$ cat config.mk
export PLATFORM = sky130hd
export DESIGN_NAME = round_robin_thread_scheduler_core
export DESIGN_NICKNAME = d
export VERILOG_FILES = /design/src/rrts_pkg.sv /design/src/round_robin_thread_scheduler_core.sv /design/src/rrts_div.sv /design/src/rrts_table.sv
export SDC_FILE = /design/constraint.sdc
export NUM_CORES = 1
export LEC_CHECK = 0
export ABC_AREA = 1
export BUFFER_PORTS_ARGS = -buffer_cell sky130_fd_sc_hd__buf_2
export CORE_MARGIN = 10
export CORE_UTILIZATION = 51
export CTS_BUF_LIST = sky130_fd_sc_hd__clkbuf_16
export DETAILED_ROUTE_END_ITERATION = 10
export PLACE_DENSITY = 0.75
export SETUP_SLACK_MARGIN = 0.1
export SLEW_MARGIN = 20
export SYNTH_ARGS = -nofsm -noshare
export SYNTH_HDL_FRONTEND = slang
export SYNTH_SLANG_ARGS = --single-unit
$ cat constraint.sdc
create_clock -name clk -period 8.63 [get_ports clk]
set_clock_uncertainty 0.15 [all_clocks]
set_input_delay 1.2945 -clock clk [delete_from_list [all_inputs] [get_ports clk]]
set_output_delay 1.2945 -clock clk [all_outputs]
set_load 0.005 [all_outputs]
$ cat src/rrts_pkg.sv
// ----------------------------------------------------------------------------
// rrts_pkg: shared types and constants of the round-robin thread scheduler
// Thread state and result codes, table entry layout, field widths.
// ----------------------------------------------------------------------------
package rrts_pkg;

  // default number of thread slots
  localparam int THREAD_COUNT_DEF = 8;

  // fixed field widths
  localparam int KIND_W   = 3;
  localparam int DLY_W    = 16;
  localparam int TID_W    = 4;
  localparam int PERIOD_W = 10;
  localparam int STAT_W   = 3;
  localparam int ID_W     = 3;
  localparam int NR_W     = 4;

  // thread slot states
  typedef enum logic [STAT_W-1:0] {
    ST_UNUSED    = 3'd0,
    ST_RUNNING   = 3'd1,
    ST_READY     = 3'd2,
    ST_BLOCKED   = 3'd3,
    ST_SUSPENDED = 3'd4
  } thr_st_t;

  // result status codes
  typedef enum logic [STAT_W-1:0] {
    RS_DONE     = 3'd0,
    RS_SWITCHED = 3'd1,
    RS_NONE     = 3'd2,
    RS_FULL     = 3'd3,
    RS_IGNORED  = 3'd4
  } res_t;

  // event kinds
  localparam logic [KIND_W-1:0] K_TICK    = 3'd0;
  localparam logic [KIND_W-1:0] K_YIELD   = 3'd1;
  localparam logic [KIND_W-1:0] K_CREATE  = 3'd2;
  localparam logic [KIND_W-1:0] K_STOP    = 3'd3;
  localparam logic [KIND_W-1:0] K_DELAY   = 3'd4;
  localparam logic [KIND_W-1:0] K_SUSPEND = 3'd5;
  localparam logic [KIND_W-1:0] K_RESUME  = 3'd6;

  // one slot of the thread table
  typedef struct packed {
    thr_st_t          st;
    logic [DLY_W-1:0] dly;
  } entry_t;

  // table write enables
  typedef struct packed {
    logic stat_we;
    logic dly_we;
  } tbl_we_t;

endpackage

$ cat src/round_robin_thread_scheduler_core.sv
// ----------------------------------------------------------------------------
// round_robin_thread_scheduler_core: hardware thread table and scheduler
// Takes scheduler events, updates the thread table held in memory and
// returns one result request per event.
//
//   channel | dir | handshake             | payload
//   --------+-----+-----------------------+------------------------------------
//   in_     | in  | in_valid / in_stall   | kind, delay_ms, target_id
//   out_    | out | out_valid / out_stall | status, running_id, not_ready_count,
//           |     |                       | created_id
//   apb     | in  | psel/penable/pready   | tick_period_ms @0, preemptive_mode @4
//
// A scheduling event sweeps the table one slot a cycle through the memory read
// port, then the S_CUR and S_NEW states write the switch and S_FIN hands the
// result over; the next request is taken only once the sequencer is back in
// S_IDLE. A failed search skips S_NEW; create and resume skip S_CUR and S_NEW.
// Delay events first run the 16-step divider. Stop of thread 0, zero delay and
// unknown kinds go straight to S_FIN.
// Reset is synchronous; the valid bits of the table clear at once, so no
// clearing pass follows reset. A result not yet taken holds the sequencer in
// its last state; once handed over it waits while the next event is taken.
// ----------------------------------------------------------------------------
module round_robin_thread_scheduler_core #(
  parameter int THREAD_COUNT = rrts_pkg::THREAD_COUNT_DEF
) (
  input  logic                          clk,
  input  logic                          rst_n,
  // event channel
  input  logic                          in_valid,
  output logic                          in_stall,
  input  logic [rrts_pkg::KIND_W-1:0]   in_kind,
  input  logic [rrts_pkg::DLY_W-1:0]    in_delay_ms,
  input  logic [rrts_pkg::TID_W-1:0]    in_target_id,
  // result channel
  output logic                          out_valid,
  input  logic                          out_stall,
  output logic [rrts_pkg::STAT_W-1:0]   out_status,
  output logic [rrts_pkg::ID_W-1:0]     out_running_id,
  output logic [rrts_pkg::NR_W-1:0]     out_not_ready_count,
  output logic [rrts_pkg::ID_W-1:0]     out_created_id,
  // configuration port
  input  logic                          psel,
  input  logic                          penable,
  input  logic                          pwrite,
  input  logic [2:0]                    paddr,
  input  logic [31:0]                   pwdata,
  output logic [31:0]                   prdata,
  output logic                          pready
);

  localparam int IW     = $clog2(THREAD_COUNT);
  localparam int CW     = $clog2(THREAD_COUNT + 1);
  localparam int ID_W   = rrts_pkg::ID_W;
  localparam int NR_W   = rrts_pkg::NR_W;
  localparam int TID_W  = rrts_pkg::TID_W;
  localparam int DLY_W  = rrts_pkg::DLY_W;
  localparam int PW     = rrts_pkg::PERIOD_W;

  localparam logic [CW-1:0] N_C    = CW'(THREAD_COUNT);
  localparam logic [IW-1:0] LAST_C = IW'(THREAD_COUNT - 1);

  // register indexes, selected by paddr[2]
  localparam logic REG_PERIOD  = 1'b0;
  localparam logic REG_PREEMPT = 1'b1;

  typedef enum logic [2:0] {
    S_IDLE,
    S_DIV,
    S_SWEEP,
    S_CUR,
    S_NEW,
    S_FIN
  } state_t;

  // configuration registers
  logic [PW-1:0] period_r;
  logic          preempt_r;

  // sequencer state
  state_t                state_r;
  logic [rrts_pkg::KIND_W-1:0] kind_r;
  logic [TID_W-1:0]      tid_r;
  logic [DLY_W-1:0]      ticks_r;
  logic [IW-1:0]         cur_r;
  logic                  sched_r;
  logic                  cnt_en_r;
  logic [CW-1:0]         iss_r;
  logic                  proc_vld_r;
  logic [IW-1:0]         proc_idx_r;

  // sweep trackers
  logic                  taken_r;
  logic [IW-1:0]         created_r;
  logic                  resumed_r;
  rrts_pkg::thr_st_t     cur_st_r;
  logic                  hi_fnd_r;
  logic [IW-1:0]         hi_idx_r;
  logic                  lo_fnd_r;
  logic [IW-1:0]         lo_idx_r;
  logic [CW-1:0]         nr_r;
  rrts_pkg::res_t        res_st_r;

  // output register
  logic                  out_valid_r;
  rrts_pkg::res_t        out_status_r;
  logic [ID_W-1:0]       out_run_r;
  logic [NR_W-1:0]       out_nr_r;
  logic [ID_W-1:0]       out_crt_r;

  // table and divider connections
  logic                  rd_en;
  logic [IW-1:0]         raddr;
  rrts_pkg::entry_t      rd_ent;
  rrts_pkg::tbl_we_t     tbl_we;
  logic [IW-1:0]         waddr;
  rrts_pkg::entry_t      wdata;
  logic                  div_start;
  logic                  div_done;
  logic [DLY_W-1:0]      div_q;

  // per-slot update
  rrts_pkg::entry_t      upd;
  logic                  is_cur;
  logic                  hit_create;
  logic                  hit_resume;
  logic [DLY_W-1:0]      dly_dec;
  logic [IW+TID_W-1:0]   tid_ext;
  logic [IW+TID_W-1:0]   idx_ext;

  // event decode
  logic                  dec_sched;
  logic                  dec_cnt;
  state_t                dec_next;

  logic                  in_acc;
  logic                  out_free;
  logic                  cfg_wr;
  logic                  found;
  logic [IW-1:0]         next_idx;
  logic [IW+ID_W-1:0]    run_ext;
  logic [IW+ID_W-1:0]    crt_ext;
  logic [CW+NR_W-1:0]    nr_ext;

  assign in_stall = (state_r != S_IDLE);
  assign in_acc   = in_valid && !in_stall;
  assign out_free = !out_valid_r || !out_stall;
  assign cfg_wr   = psel && penable && pwrite && pready;
  assign pready   = 1'b1;

  assign found    = hi_fnd_r || lo_fnd_r;
  assign next_idx = hi_fnd_r ? hi_idx_r : lo_idx_r;

  assign div_start = in_acc && (in_kind == rrts_pkg::K_DELAY) && (in_delay_ms != '0);

  // configuration registers
  always_ff @(posedge clk) begin
    if (!rst_n) begin
      period_r  <= PW'(10);
      preempt_r <= 1'b0;
    end else if (cfg_wr) begin
      unique case (paddr[2])
        REG_PERIOD:  period_r  <= pwdata[PW-1:0];
        REG_PREEMPT: preempt_r <= pwdata[0];
        default: ;
      endcase
    end
  end

  always_comb begin
    unique case (paddr[2])
      REG_PERIOD:  prdata = {{(32-PW){1'b0}}, period_r};
      REG_PREEMPT: prdata = {31'b0, preempt_r};
      default:     prdata = '0;
    endcase
  end

  rrts_div u_div (
    .clk      (clk),
    .rst_n    (rst_n),
    .start    (div_start),
    .dividend (in_delay_ms),
    .divisor  (period_r),
    .done     (div_done),
    .quot     (div_q)
  );

  rrts_table #(
    .THREAD_COUNT (THREAD_COUNT)
  ) u_table (
    .clk    (clk),
    .rst_n  (rst_n),
    .rd_en  (rd_en),
    .raddr  (raddr),
    .rd_ent (rd_ent),
    .we     (tbl_we),
    .waddr  (waddr),
    .wdata  (wdata)
  );

  // event decode: schedule, count down, first state
  always_comb begin
    dec_sched = 1'b1;
    dec_cnt   = !preempt_r;
    dec_next  = S_SWEEP;
    unique case (in_kind) inside
      rrts_pkg::K_TICK:    dec_cnt = 1'b1;
      rrts_pkg::K_YIELD,
      rrts_pkg::K_SUSPEND: ;
      rrts_pkg::K_CREATE,
      rrts_pkg::K_RESUME: begin
        dec_sched = 1'b0;
        dec_cnt   = 1'b0;
      end
      rrts_pkg::K_STOP: begin
        if (cur_r == '0) dec_next = S_FIN;
      end
      rrts_pkg::K_DELAY: begin
        dec_next = (in_delay_ms == '0) ? S_FIN : S_DIV;
      end
      default: dec_next = S_FIN;
    endcase
  end

  // slot update: event action, then countdown
  always_comb begin
    upd        = rd_ent;
    is_cur     = (proc_idx_r == cur_r);
    hit_create = 1'b0;
    hit_resume = 1'b0;
    tid_ext    = {{IW{1'b0}}, tid_r};
    idx_ext    = {{TID_W{1'b0}}, proc_idx_r};
    dly_dec    = rd_ent.dly - DLY_W'(1);

    if (is_cur) begin
      case (kind_r)
        rrts_pkg::K_STOP:    upd.st = rrts_pkg::ST_UNUSED;
        rrts_pkg::K_DELAY: begin
          upd.st  = rrts_pkg::ST_BLOCKED;
          upd.dly = ticks_r;
        end
        rrts_pkg::K_SUSPEND: upd.st = rrts_pkg::ST_SUSPENDED;
        default: ;
      endcase
    end

    // lowest unused slot is claimed by create
    if (kind_r == rrts_pkg::K_CREATE && !taken_r && upd.st == rrts_pkg::ST_UNUSED) begin
      upd.st     = rrts_pkg::ST_READY;
      upd.dly    = '0;
      hit_create = 1'b1;
    end

    if (kind_r == rrts_pkg::K_RESUME && tid_ext == idx_ext &&
        upd.st == rrts_pkg::ST_SUSPENDED) begin
      upd.st     = rrts_pkg::ST_READY;
      hit_resume = 1'b1;
    end

    // delay countdown of blocked slots
    dly_dec = upd.dly - DLY_W'(1);
    if (cnt_en_r && upd.st == rrts_pkg::ST_BLOCKED && upd.dly != '0) begin
      upd.dly = dly_dec;
      if (dly_dec == '0) upd.st = rrts_pkg::ST_READY;
    end
  end

  // table port control
  always_comb begin
    rd_en          = (state_r == S_SWEEP) && (iss_r != N_C);
    raddr          = iss_r[IW-1:0];
    tbl_we.stat_we = 1'b0;
    tbl_we.dly_we  = 1'b0;
    waddr          = proc_idx_r;
    wdata          = upd;
    unique case (state_r)
      S_SWEEP: begin
        tbl_we.stat_we = proc_vld_r;
        tbl_we.dly_we  = proc_vld_r;
      end
      S_CUR: begin
        // running thread gives way
        tbl_we.stat_we = found && (cur_st_r == rrts_pkg::ST_RUNNING);
        waddr          = cur_r;
        wdata.st       = rrts_pkg::ST_READY;
      end
      S_NEW: begin
        tbl_we.stat_we = 1'b1;
        waddr          = next_idx;
        wdata.st       = rrts_pkg::ST_RUNNING;
      end
      default: ;
    endcase
  end

  // ids and count masked to the result field widths
  assign run_ext = {{ID_W{1'b0}}, cur_r};
  assign crt_ext = {{ID_W{1'b0}}, created_r};
  assign nr_ext  = {{NR_W{1'b0}}, nr_r};

  // sequencer
  always_ff @(posedge clk) begin
    if (!rst_n) begin
      state_r     <= S_IDLE;
      cur_r       <= '0;
      proc_vld_r  <= 1'b0;
      out_valid_r <= 1'b0;
    end else begin
      if (out_valid_r && !out_stall && state_r != S_FIN) out_valid_r <= 1'b0;

      unique case (state_r)
        S_IDLE: begin
          if (in_acc) begin
            kind_r     <= in_kind;
            tid_r      <= in_target_id;
            iss_r      <= '0;
            proc_vld_r <= 1'b0;
            taken_r    <= 1'b0;
            created_r  <= '0;
            resumed_r  <= 1'b0;
            hi_fnd_r   <= 1'b0;
            lo_fnd_r   <= 1'b0;
            nr_r       <= '0;
            res_st_r   <= rrts_pkg::RS_IGNORED;
            sched_r    <= dec_sched;
            cnt_en_r   <= dec_cnt;
            state_r    <= dec_next;
          end
        end

        S_DIV: begin
          if (div_done) begin
            ticks_r <= (div_q == '0) ? DLY_W'(1) : div_q;
            state_r <= S_SWEEP;
          end
        end

        S_SWEEP: begin
          // read issue, one slot a cycle
          proc_vld_r <= rd_en;
          proc_idx_r <= raddr;
          if (rd_en) iss_r <= iss_r + CW'(1);

          // slot returned by the memory
          if (proc_vld_r) begin
            if (is_cur) cur_st_r <= upd.st;
            if (upd.st == rrts_pkg::ST_READY && !is_cur) begin
              if (proc_idx_r > cur_r && !hi_fnd_r) begin
                hi_fnd_r <= 1'b1;
                hi_idx_r <= proc_idx_r;
              end
              if (proc_idx_r < cur_r && !lo_fnd_r) begin
                lo_fnd_r <= 1'b1;
                lo_idx_r <= proc_idx_r;
              end
            end
            if (sched_r && (upd.st == rrts_pkg::ST_BLOCKED ||
                            upd.st == rrts_pkg::ST_SUSPENDED)) begin
              nr_r <= nr_r + CW'(1);
            end
            if (hit_create) begin
              taken_r   <= 1'b1;
              created_r <= proc_idx_r;
            end
            if (hit_resume) resumed_r <= 1'b1;

            // last slot: issue has already stopped
            if (proc_idx_r == LAST_C) begin
              if (sched_r) begin
                state_r <= S_CUR;
              end else begin
                state_r <= S_FIN;
                if (kind_r == rrts_pkg::K_CREATE) begin
                  res_st_r <= (taken_r || hit_create) ? rrts_pkg::RS_DONE
                                                      : rrts_pkg::RS_FULL;
                end else begin
                  res_st_r <= (resumed_r || hit_resume) ? rrts_pkg::RS_DONE
                                                        : rrts_pkg::RS_IGNORED;
                end
              end
            end
          end
        end

        S_CUR: begin
          if (found) begin
            nr_r    <= '0;
            state_r <= S_NEW;
          end else begin
            res_st_r <= rrts_pkg::RS_NONE;
            state_r  <= S_FIN;
          end
        end

        S_NEW: begin
          cur_r    <= next_idx;
          res_st_r <= rrts_pkg::RS_SWITCHED;
          state_r  <= S_FIN;
        end

        S_FIN: begin
          // hand over once the output register is free
          if (out_free) begin
            out_valid_r  <= 1'b1;
            out_status_r <= res_st_r;
            out_run_r    <= run_ext[ID_W-1:0];
            out_nr_r     <= nr_ext[NR_W-1:0];
            out_crt_r    <= crt_ext[ID_W-1:0];
            state_r      <= S_IDLE;
          end
        end

        default: state_r <= S_IDLE;
      endcase
    end
  end

  assign out_valid           = out_valid_r;
  assign out_status          = out_status_r;
  assign out_running_id      = out_run_r;
  assign out_not_ready_count = out_nr_r;
  assign out_created_id      = out_crt_r;

endmodule

$ cat src/rrts_div.sv
// ----------------------------------------------------------------------------
// rrts_div: iterative delay divider
// Restoring division of a 16-bit millisecond count by the 10-bit tick period,
// one quotient bit per cycle. A zero divisor is taken as one.
// ----------------------------------------------------------------------------
module rrts_div (
  input  logic                         clk,
  input  logic                         rst_n,
  input  logic                         start,
  input  logic [rrts_pkg::DLY_W-1:0]    dividend,
  input  logic [rrts_pkg::PERIOD_W-1:0] divisor,
  output logic                         done,
  output logic [rrts_pkg::DLY_W-1:0]    quot
);

  localparam int CNT_W = $clog2(rrts_pkg::DLY_W);
  localparam int PW    = rrts_pkg::PERIOD_W;

  logic                         busy_r;
  logic                         done_r;
  logic [CNT_W-1:0]             cnt_r;
  logic [PW-1:0]                rem_r;
  logic [PW-1:0]                dvs_r;
  logic [rrts_pkg::DLY_W-1:0]   quo_r;
  logic [PW:0]                  rem_sh;
  logic [PW:0]                  rem_sub;
  logic                         ge;

  // one restoring step
  always_comb begin
    rem_sh  = {rem_r, quo_r[rrts_pkg::DLY_W-1]};
    ge      = (rem_sh >= {1'b0, dvs_r});
    rem_sub = rem_sh - {1'b0, dvs_r};
  end

  always_ff @(posedge clk) begin
    if (!rst_n) begin
      busy_r <= 1'b0;
      done_r <= 1'b0;
      cnt_r  <= '0;
    end else begin
      done_r <= 1'b0;
      if (start) begin
        busy_r <= 1'b1;
        cnt_r  <= '0;
        rem_r  <= '0;
        quo_r  <= dividend;
        dvs_r  <= (divisor == '0) ? PW'(1) : divisor;
      end else if (busy_r) begin
        rem_r <= ge ? rem_sub[PW-1:0] : rem_sh[PW-1:0];
        quo_r <= {quo_r[rrts_pkg::DLY_W-2:0], ge};
        cnt_r <= cnt_r + CNT_W'(1);
        if (cnt_r == CNT_W'(rrts_pkg::DLY_W - 1)) begin
          busy_r <= 1'b0;
          done_r <= 1'b1;
        end
      end
    end
  end

  assign done = done_r;
  assign quot = quo_r;

endmodule

$ cat src/rrts_table.sv
// ----------------------------------------------------------------------------
// rrts_table: thread table storage
// Status and delay memories with one write and one registered read port.
// Per-slot valid bits make unwritten slots read as their reset value.
// ----------------------------------------------------------------------------
module rrts_table #(
  parameter int THREAD_COUNT = rrts_pkg::THREAD_COUNT_DEF
) (
  input  logic                          clk,
  input  logic                          rst_n,
  input  logic                          rd_en,
  input  logic [$clog2(THREAD_COUNT)-1:0] raddr,
  output rrts_pkg::entry_t              rd_ent,
  input  rrts_pkg::tbl_we_t             we,
  input  logic [$clog2(THREAD_COUNT)-1:0] waddr,
  input  rrts_pkg::entry_t              wdata
);

  localparam int IW = $clog2(THREAD_COUNT);

  rrts_pkg::thr_st_t          stat_mem [THREAD_COUNT];
  logic [rrts_pkg::DLY_W-1:0] dly_mem  [THREAD_COUNT];
  logic [THREAD_COUNT-1:0]    vld_r;

  rrts_pkg::thr_st_t          stat_q_r;
  logic [rrts_pkg::DLY_W-1:0] dly_q_r;
  logic                       vld_q_r;
  logic                       zero_q_r;

  // memory write port
  always_ff @(posedge clk) begin
    if (we.stat_we) stat_mem[waddr] <= wdata.st;
    if (we.dly_we)  dly_mem[waddr]  <= wdata.dly;
  end

  // memory read port, registered
  always_ff @(posedge clk) begin
    if (rd_en) begin
      stat_q_r <= stat_mem[raddr];
      dly_q_r  <= dly_mem[raddr];
      vld_q_r  <= vld_r[raddr];
      zero_q_r <= (raddr == IW'(0));
    end
  end

  // slot written in both fields since reset
  always_ff @(posedge clk) begin
    if (!rst_n) begin
      vld_r <= '0;
    end else if (we.stat_we && we.dly_we) begin
      vld_r[waddr] <= 1'b1;
    end
  end

  // unwritten slot: thread 0 running, others unused, no delay
  always_comb begin
    if (vld_q_r) begin
      rd_ent.st  = stat_q_r;
      rd_ent.dly = dly_q_r;
    end else begin
      rd_ent.st  = zero_q_r ? rrts_pkg::ST_RUNNING : rrts_pkg::ST_UNUSED;
      rd_ent.dly = '0;
    end
  end

endmodule

Yosys cells after proc, flatten, opt, wreduce, memory -nomap -nowiden --
Memory sizes are Yosys's and may differ from the RTL's. A register that Yosys moved wholly into a read port is not among the register bits. Cells that the tools add are included.
Storage, ports and cells: bits in registers 139, latch bits 0, memory bits (writable) 152, memory bits (read-only) 0, bits of input ports 65, output and inout bits 48, word-level logic and storage cells 255, memories kept 2
Cells by class: $add $sub $neg 5, multipliers 0, div/mod/pow operators 0, $lt $le $gt $ge 6, eq/ne operators 43, shifts and indexed selects 0, multiplexer cells 85, bitwise gates (word level) 4, reductions and logical operators 74
Memory list:
- u_table.dly_mem | words 8, width 16, read ports 1, clocked after Yosys merged registers in 1, wr ports 1, RTL line rrts_table.sv:22 | logic [rrts_pkg::DLY_W-1:0] dly_mem [THREAD_COUNT];
- u_table.stat_mem | words 8, width 3, read ports 1, clocked after Yosys merged registers in 1, wr ports 1, RTL line rrts_table.sv:21 | rrts_pkg::thr_st_t stat_mem [THREAD_COUNT];
Operators by type and width (count):
- 19-bit 2-to-1 mux | 4
- 32-bit case mux with 2 select lines | 1
- 3-bit 2-to-1 mux | 21
- 16-bit logical NOT | 3
- 16-bit 2-to-1 mux | 3
- 3-bit equality test, second input constant | 11
- 16-bit nonzero test | 2
- 1-bit 2-to-1 mux | 30
- 3-bit by 2-bit equality test with 1-bit output, second input constant | 9
- 5-bit AND reduction | 5
- 1-bit logical AND | 21
- 10-bit 2-to-1 mux | 2
- 4-bit 2-to-1 mux | 5
- 2-bit != test, second input constant | 9
- 3-bit case mux with 2 select lines | 3
- 3-bit case mux with 3 select lines | 2
- 3-bit case mux with 6 select lines | 1
- 6-bit AND reduction | 3
- 16-bit by 1-bit subtractor with 16-bit output, second input constant | 1
- 3-bit logical NOT | 5
- 4-bit by 1-bit adder with 4-bit output, second input constant | 3
- 2-bit by 1-bit != test with 1-bit output, second input constant | 6
- 1-bit case mux with 2 select lines | 6
- 3-bit case mux with 4 select lines | 1
- 33 further kinds | 60

Depth between registers and ports, before layout --
Gate-level depths: netlist of the first run.
depth after elaboration 20, gate-level depth with buffers 25, gate-level depth less buffers 23

Hierarchy --
Synthesis of the first run repeated with hierarchy kept, for this count alone.
Unflattened totals: cells, all modules 1735, area, all modules 15418.5 µm²
Modules (own cells, without submodules):
- rrts_table | times used 1, cells an instance 809, area each 7931.4 µm², seq. area each 5355.1 µm²
- round_robin_thread_scheduler_core | times used 1, cells an instance 639, area each 5122.4 µm², seq. area each 2422.3 µm²
- rrts_div | times used 1, cells an instance 287, area each 2364.8 µm², seq. area each 1201.2 µm²

Least setup slack after synthesis of the first run --
Ideal clock, no wire load.
kind input port to flip-flop, start point input port in_kind[1] (netlist bit), end point register u_div.quo_r (netlist bit u_div.quot[0]), enable pin, library setup time 0.448 ns, arrival time 3.692 ns, required time 8.032 ns, slack 4.340 ns, stages 7, buffers on the path 0, path through nor2_1 -> inv_1 -> nor2_1 -> inv_1 -> nor2_1 -> nand2_1 -> o21ai_0
Between the ends: word-level cells in the longest chain between the ends 5
Ends and longest elaborated chain:
- start: declaration | RTL line round_robin_thread_scheduler_core.sv:31 | input logic [rrts_pkg::KIND_W-1:0] in_kind,
- 3-bit equality test | RTL line round_robin_thread_scheduler_core.sv:153 | assign div_start = in_acc && (in_kind == rrts_pkg::K_DELAY) && (in_delay_ms != '0);
- 1-bit logical AND (2 in a row) | RTL line round_robin_thread_scheduler_core.sv:153
- 2-bit nonzero test (no source line)
- 2-bit AND reduction (no source line)
- end signal: assignment | RTL line rrts_div.sv:47 | quo_r <= dividend;
- end signal: assignment | RTL line rrts_div.sv:51 | quo_r <= {quo_r[rrts_pkg::DLY_W-2:0], ge};
- end: declaration | RTL line rrts_div.sv:24 | logic [rrts_pkg::DLY_W-1:0] quo_r;
No other way between the ends. A chain may end at the register's enable or synchronous reset.

==> results of run 1 <==
[flip-flops by register name, summed over array words and instances (netlist names), 4 cells and up]
name	flops
u_div.quot	16
u_div.dvs_r	10
tid_r	4
u_table.vld_r	8
nr_r	4
u_div.cnt_r	4
u_table.stat_mem	24
out_not_ready_count	4
u_div.rem_r	10
period_r	10
ticks_r	16
iss_r	4
u_table.dly_q_r	16
u_table.dly_mem	128
[power breakdown]
| part | internal (mW) | switching [mW] |
|---|---|---|
| combinational | 0.292 | 0.736 |
| sequential | 1.86 | 0.0616 |
| clock | 0.678 | 0.530 |
| total | 2.83 | 1.33 |
[synthesized netlist by cell type, types with 7 or more instances]
library cell	instances
nor2_1	294
nand3_1	21
nor3_1	11
o21ai_0	153
clkbuf_1	66
o22ai_1	21
nand2_1	157
a21oi_1	58
edfxtp_1	277
nand4_1	14
dfxtp_1	33
xor2_1	14
buf_4	23
a31oi_1	24
nor4_1	7
ha_1	20
inv_1	126
nor2_2	11
[worst max-delay path by stage]
stage | start | slack [ns] | to
floorplan | in_kind[1] | 4.34 | u_div.quot[0]$_DFFE_PP_
global placement | proc_idx_r[2]$_DFFE_PP_ | 3.28 | u_table.dly_mem[4][1]$_DFFE_PP_
detailed placement | proc_idx_r[0]$_DFFE_PP_ | 3.19 | u_table.dly_mem[6][1]$_DFFE_PP_
CTS | proc_idx_r[2]$_DFFE_PP_ | 3.20 | u_table.dly_mem[2][1]$_DFFE_PP_
global route | proc_idx_r[2]$_DFFE_PP_ | 2.67 | u_table.dly_mem[3][8]$_DFFE_PP_
finish | proc_idx_r[0]$_DFFE_PP_ | 3.10 | u_table.dly_mem[3][8]$_DFFE_PP_
[stage by stage]
stage / util / hold WS, ns / setup slack (ns) / area [µm²] / power (mW)
2_1_floorplan: - / 0.250 / 4.34 / 14200 / 2.69
3_3_place_gp: 0.541 / 0.260 / 3.28 / 14700 / 2.94
3_5_place_dp: 0.541 / 0.255 / 3.19 / 14700 / 2.96
4_1_cts: 0.576 / 0.265 / 3.20 / 15600 / 4.17
5_1_grt: 0.576 / 0.273 / 2.67 / 15600 / 4.38
6_report: 0.576 / 0.263 / 3.10 / 15600 / 4.16
[cell families (layout without fill, tap and decap cells)]
kind of cell | count (synthesis) | after routing | share of synthesized area
other | 2 | 23 | 0.000531
DFF | 310 | 310 | 0.635
AOI/OAI and AO/OA | 282 | 282 | 0.109
and+or+nand+nor | 532 | 532 | 0.156
buffers and inverters | 231 | 272 | 0.0694
adders and majority gates | 21 | 21 | 0.0191
xor gates and xnor gates | 18 | 18 | 0.0111
[metal layers]
layer  vias to the layer above  global-route usage
met4                         2              0.0515
met2                       349               0.281
met1                      4516               0.212
li1                       4782                   -
met5                         -                   0
met3                        50              0.0281
[cell type report]
cell class	count	area [µm²]
fill	2244	11500
sequential	310	8980
multi-input combinational	876	4280
clock buffer	31	776
inverter	134	505
tap	372	465
timing repair buffer	81	445
clock inverter	26	149
==> run_results.csv, run 1 <==
group,metric,value,unit
outcome,status,"finished, final reports clean",
critical_path,path_depth,15,
flow_run,cap_violations,0,
critical_path,cpPeakStageDelay,0.86,ns
final_layout,diodes,0,
min_path,hold_start,"created_r[2]$_SDFFCE_PN0P_",
min_path,whs_endpoint,"out_created_id[2]$_DFFE_PP_",
synth,synth_area_leaders,"edfxtp_1 59%, nor2_1 7.8%, o21ai_0 5.4%",
synth,synth_edf_count,277,
synth,ys_types,47,
critical_path,crit_fanout,35,
die,std_cell_rows,60,
clocking,hold_buffers,0,
critical_path,path_cells,"inv_1, ha_1, nand3_2, nor2_4, inv_4, nand2_1, nor2_2, nand3_2, nand2_1, ha_1, nand2_1, nor2_1, a21oi_2, inv_1, o21ai_0",
critical_path,crit_buf_inv,3,
timing,post-route-period-util,0.641,
timing,slew_viol_final,0,
clocking,cts_buffer_depth,3,
detailed_routing,ant_nets,0,
critical_path,arrival,5.60,ns
die,coreArea,0.0271,mm²
detailed_routing,drtIter0Drc,710,
placed_design,portBuffers,65,
synth,syn_inst,1396,
clocking,htree_levels,1,
timing,rsz0062_at_grt,"no",
placed_design,dp.cells,1773,
clocking,cts_tree,"built",
min_path,hold_path_class,"reg -> reg",
detailed_routing,met3_length,2.31,mm
synth,synth.top_cell.area_share,0.588,
synth,async_reset_ff_frac,0,
clocking,cts_buffers,31,
detailed_routing,post_drt_wl_per_cell,16.4,µm
detailed_routing,vias_per_cell,5.30,
final_layout,final_common_cell,"nor2_1",
final_layout,drive_above_1_share,0.108,
synth,synth.ff_latch_count,310,
timing,setup-tns-final,0,ns
clocking,cts_setup_buffers,0,
final_layout,layout_common_cells,"293 x nor2_1, 277 x edfxtp_1, 157 x nand2_1",
timing,fmax,181,MHz
critical_path,r2r-end,"u_table.dly_mem[3][8]$_DFFE_PP_",
global_route,grt_pass1_wl,47.5,mm
global_route,antenna_found_initial,1,
synth,syn_area,0.0141,mm²
critical_path,crit_slowest_cell,"o21ai_0",
critical_path,cp.required,8.70,ns
synth,synthFlopType,"edfxtp_1",
critical_path,reg2regPathDepth,15,
power_and_ir_drop,ir_drop,166,µV
critical_path,crit_family,"simple AND/OR/NAND/NOR gates",
timing,worstMarginPinSlew,1.08,ns
clocking,clk_pin_slew,0.06,ns
clocking,clockRootBuffer,"clkbuf_16",
final_layout,syn_to_final_growth,10.3,%
global_route,grt_usage,0.166,
global_route,grt_pass1_vias,9382,
synth,ys_seq_area_frac,0.635,
power_and_ir_drop,power_density,267,mW/mm²
critical_path,critPathKind,"reg -> reg",
detailed_routing,wirelength,29.9,mm
critical_path,setup.worst_path.end_class,"register",
min_path,min_delay_path_depth,0,
critical_path,critPathLaunchType,"register",
global_route,gr-total-overflow,0,
die,die_w,187,µm
die,io_pins,113,
detailed_routing,drc_errors,0,
clocking,clk_latency,0.55,ns
detailed_routing,vias,9699,
clocking,ctsResizeCount,0,
placed_design,dp_hpwl,19.4,mm
timing,hold_viol,0,
detailed_routing,first_pass_iters,5,
die,die_area,0.0348,mm²
global_route,grt_start_max_net_pins,85,
die,start_util,0.522,
synth,yosysWarnings,0,
timing,post-route-min-period,5.53,ns
detailed_routing,wl_met1,12.6,mm
detailed_routing,met2WireLength,14.4,mm
synth,synth_area_per_cell,10.1,µm²
synth,yosysTopAreaCell,"edfxtp_1",
placed_design,place_congestion,0.916,
final_layout,fin_nets,1520,
timing,setup_violations,0,
critical_path,reg2reg_slack,3.10,ns
timing,slew_headroom,0.274,
critical_path,cp_common_cell,"nand2_1",
clocking,clock_sinks,310,
critical_path,r2r_start,"proc_idx_r[0]$_DFFE_PP_",
power_and_ir_drop,p_leak,5.89,nW
final_layout,finalNonFillerCells,1830,
detailed_routing,top_layer,"met5",
die,die_y,187,µm
Note: power is estimated with default switching activity, not from simulation.
==> run 2: changes to the inputs <==
--- a/config.mk
+++ b/config.mk
@@ -11,7 +11,7 @@
 export CORE_UTILIZATION = 51
 export CTS_BUF_LIST = sky130_fd_sc_hd__clkbuf_16
 export DETAILED_ROUTE_END_ITERATION = 10
-export PLACE_DENSITY = 0.75
+export PLACE_DENSITY = 0.77
 export SETUP_SLACK_MARGIN = 0.1
 export SLEW_MARGIN = 20
 export SYNTH_ARGS = -nofsm -noshare
==> constraint.sdc (replaced) <==
create_clock -name clk -period 4.65 [get_ports clk]
set_clock_uncertainty 0.15 [all_clocks]
set_input_delay 0.6975 -clock clk [delete_from_list [all_inputs] [get_ports clk]]
set_output_delay 0.6975 -clock clk [all_outputs]
set_load 0.005 [all_outputs]
==> run 2 against run 1 <==
Compared with the run above:
- first-iteration DRC count rose by 25%
- power increased by 91%
- via count increased by 2.9%
- critical path type unchanged
- non-clock buffer count up 15
- combinational power increased by 92%
==> run_results.csv, run 2 (synthesized netlist as in run 1, its figures left out) <==
group,metric,value,unit
outcome,status,"finished, final reports clean",
clocking,cts_buffers,30,
final_layout,reg_top3,"u_table.dly_mem x128, u_table.stat_mem x24",
global_route,grt_usage,0.173,
die,die_w,187,µm
global_route,antenna_found_initial,0,
power_and_ir_drop,ir_drop,386,µV
clocking,htree_levels,1,
clocking,cts_setup_buffers,0,
final_layout,fin_nets,1534,
detailed_routing,drc_errors,0,
clocking,hold_buffers,0,
final_layout,largest-register,"u_table.dly_mem",
die,io_pins,113,
critical_path,setup.worst_path.end_class,"register",
final_layout,drive_above_1_share,0.120,
clocking,clockRootBuffer,"clkbuf_16",
timing,post-route-period-util,0.897,
critical_path,crit_fanout,6,
detailed_routing,vias_per_cell,5.42,
clocking,cts_buffer_depth,3,
final_layout,num-fill-cells,2142,
clocking,ctsResizeCount,0,
timing,rsz0062_at_grt,"no",
critical_path,critPathLaunchType,"register",
clocking,cts_tree,"built",
timing,slew_viol_final,0,
final_layout,final_area,0.0158,mm²
global_route,grt_start_max_net_pins,85,
power_and_ir_drop,p_leak,5.98,nW
placed_design,portBuffers,65,
critical_path,arrival,4.22,ns
flow_run,cap_violations,0,
final_layout,largest_reg_flops,128,
global_route,gr-total-overflow,0,
placed_design,place_congestion,0.918,
min_path,hold_path_class,"in -> reg",
die,die_y,187,µm
clocking,clk_pin_slew,0.06,ns
timing,slew_headroom,0.389,
die,start_util,0.522,
clocking,clk_latency,0.56,ns
detailed_routing,ant_nets,0,
power_and_ir_drop,power_density,504,mW/mm²
clocking,clock_sinks,310,
final_layout,diodes,0,
global_route,grt_pass1_wl,49.9,mm
critical_path,cp.required,4.70,ns
critical_path,critPathKind,"reg -> reg",
final_layout,layout_common_cells,"292 x nor2_1, 277 x edfxtp_1, 157 x nand2_1",
timing,post-route-min-period,4.17,ns
final_layout,syn_to_final_growth,11.5,%
placed_design,dpl_cell_area,0.0148,mm²
timing,setup_violations,0,
timing,hold_viol,0,
final_layout,final_common_cell,"nor2_1",
placed_design,dp_hpwl,20.3,mm
detailed_routing,wirelength,30.9,mm
die,std_cell_rows,60,
timing,fmax,240,MHz
detailed_routing,first_pass_iters,5,
detailed_routing,vias,9980,
detailed_routing,post_drt_wl_per_cell,16.8,µm
die,coreArea,0.0271,mm²
detailed_routing,drtIter0Drc,890,
timing,worstMarginPinSlew,0.907,ns
global_route,grt_pass1_vias,9769,
timing,setup-tns-final,0,ns
die,die_area,0.0348,mm²
run 2: through the flow:
step | total power, mW | hold WS, ns | setup slack (ns) | cells | utilization
CTS | 7.96 | 0.140 | 0.525 | 1842 | 0.582
global placement | 5.50 | 0.259 | 0.682 | 1788 | 0.545
floorplan | 4.99 | 0.250 | 0.957 | 1417 | -
detailed placement | 5.55 | 0.258 | 0.582 | 1788 | 0.545
finish | 7.95 | 0.158 | 0.480 | 1842 | 0.582
global route | 8.35 | 0.141 | 0.165 | 1842 | 0.582
run 2: per-layer routing:
layer	routed length, µm	share of wire	up-vias	GRT usage
met4	557	0.018	0	0.0487
met3	2450	0.079	52	0.0289
li1	-	-	4819	-
met2	14700	0.48	374	0.296
met1	13200	0.43	4735	0.223
met5	0	0	-	0
run 2: critical path, cell delays in order, from the launching register on:
cell and delay (ns):
dfxtp_1 0.37, inv_1 0.08, ha_1 0.33, nand2_1 0.08, nor2_2 0.14, nand3_2 0.11
nand2_1 0.12, nand2_4 0.08, nor2_2 0.14, nand3_2 0.18, nand2_1 0.23, ha_1 0.22
nand2_1 0.19, nor2_4 0.20, nand2_1 0.08, xor2_1 0.23, nor2_2 0.08, nand3_2 0.12
nand3_1 0.08, nand2_1 0.07, nand3_1 0.09, a21oi_1 0.43
run 2: final cells by class:
cell class | instances | area, µm² | share of cell area
Inverter | 134 | 505 | 0.0321
Multi-Input combinational cell | 876 | 4280 | 0.271
Tap cell | 372 | 465 | 0.0295
Sequential cell | 310 | 8980 | 0.569
Timing Repair Buffer | 96 | 558 | 0.0354
Clock buffer | 30 | 751 | 0.0476
Clock inverter | 24 | 231 | 0.0147
run 2: final timing paths:
kind | startpoint | to | depth (start not counted) | slack, ns
max reg2reg | cur_r[2]$_SDFFE_PN0P_ | nr_r[3]$_SDFFCE_PN0P_ | 21 | 0.48
min reg2reg | period_r[8]$_SDFFE_PN0P_ | u_div.dvs_r[8]$_SDFFCE_PN0P_ | 0 | 0.28
min | in_target_id[0] | tid_r[0]$_DFFE_PP_ | 1 | 0.16
max | cur_r[2]$_SDFFE_PN0P_ | nr_r[3]$_SDFFCE_PN0P_ | 21 | 0.48
run 2: where the power goes:
group          internal, mW  total, mW  switching (mW)  leakage [nW]
combinational         0.582       1.98            1.40          2.68
sequential             3.45       3.55           0.105          2.79
clock                  1.39       2.42            1.02         0.500
total                  5.42       7.95            2.53          5.98
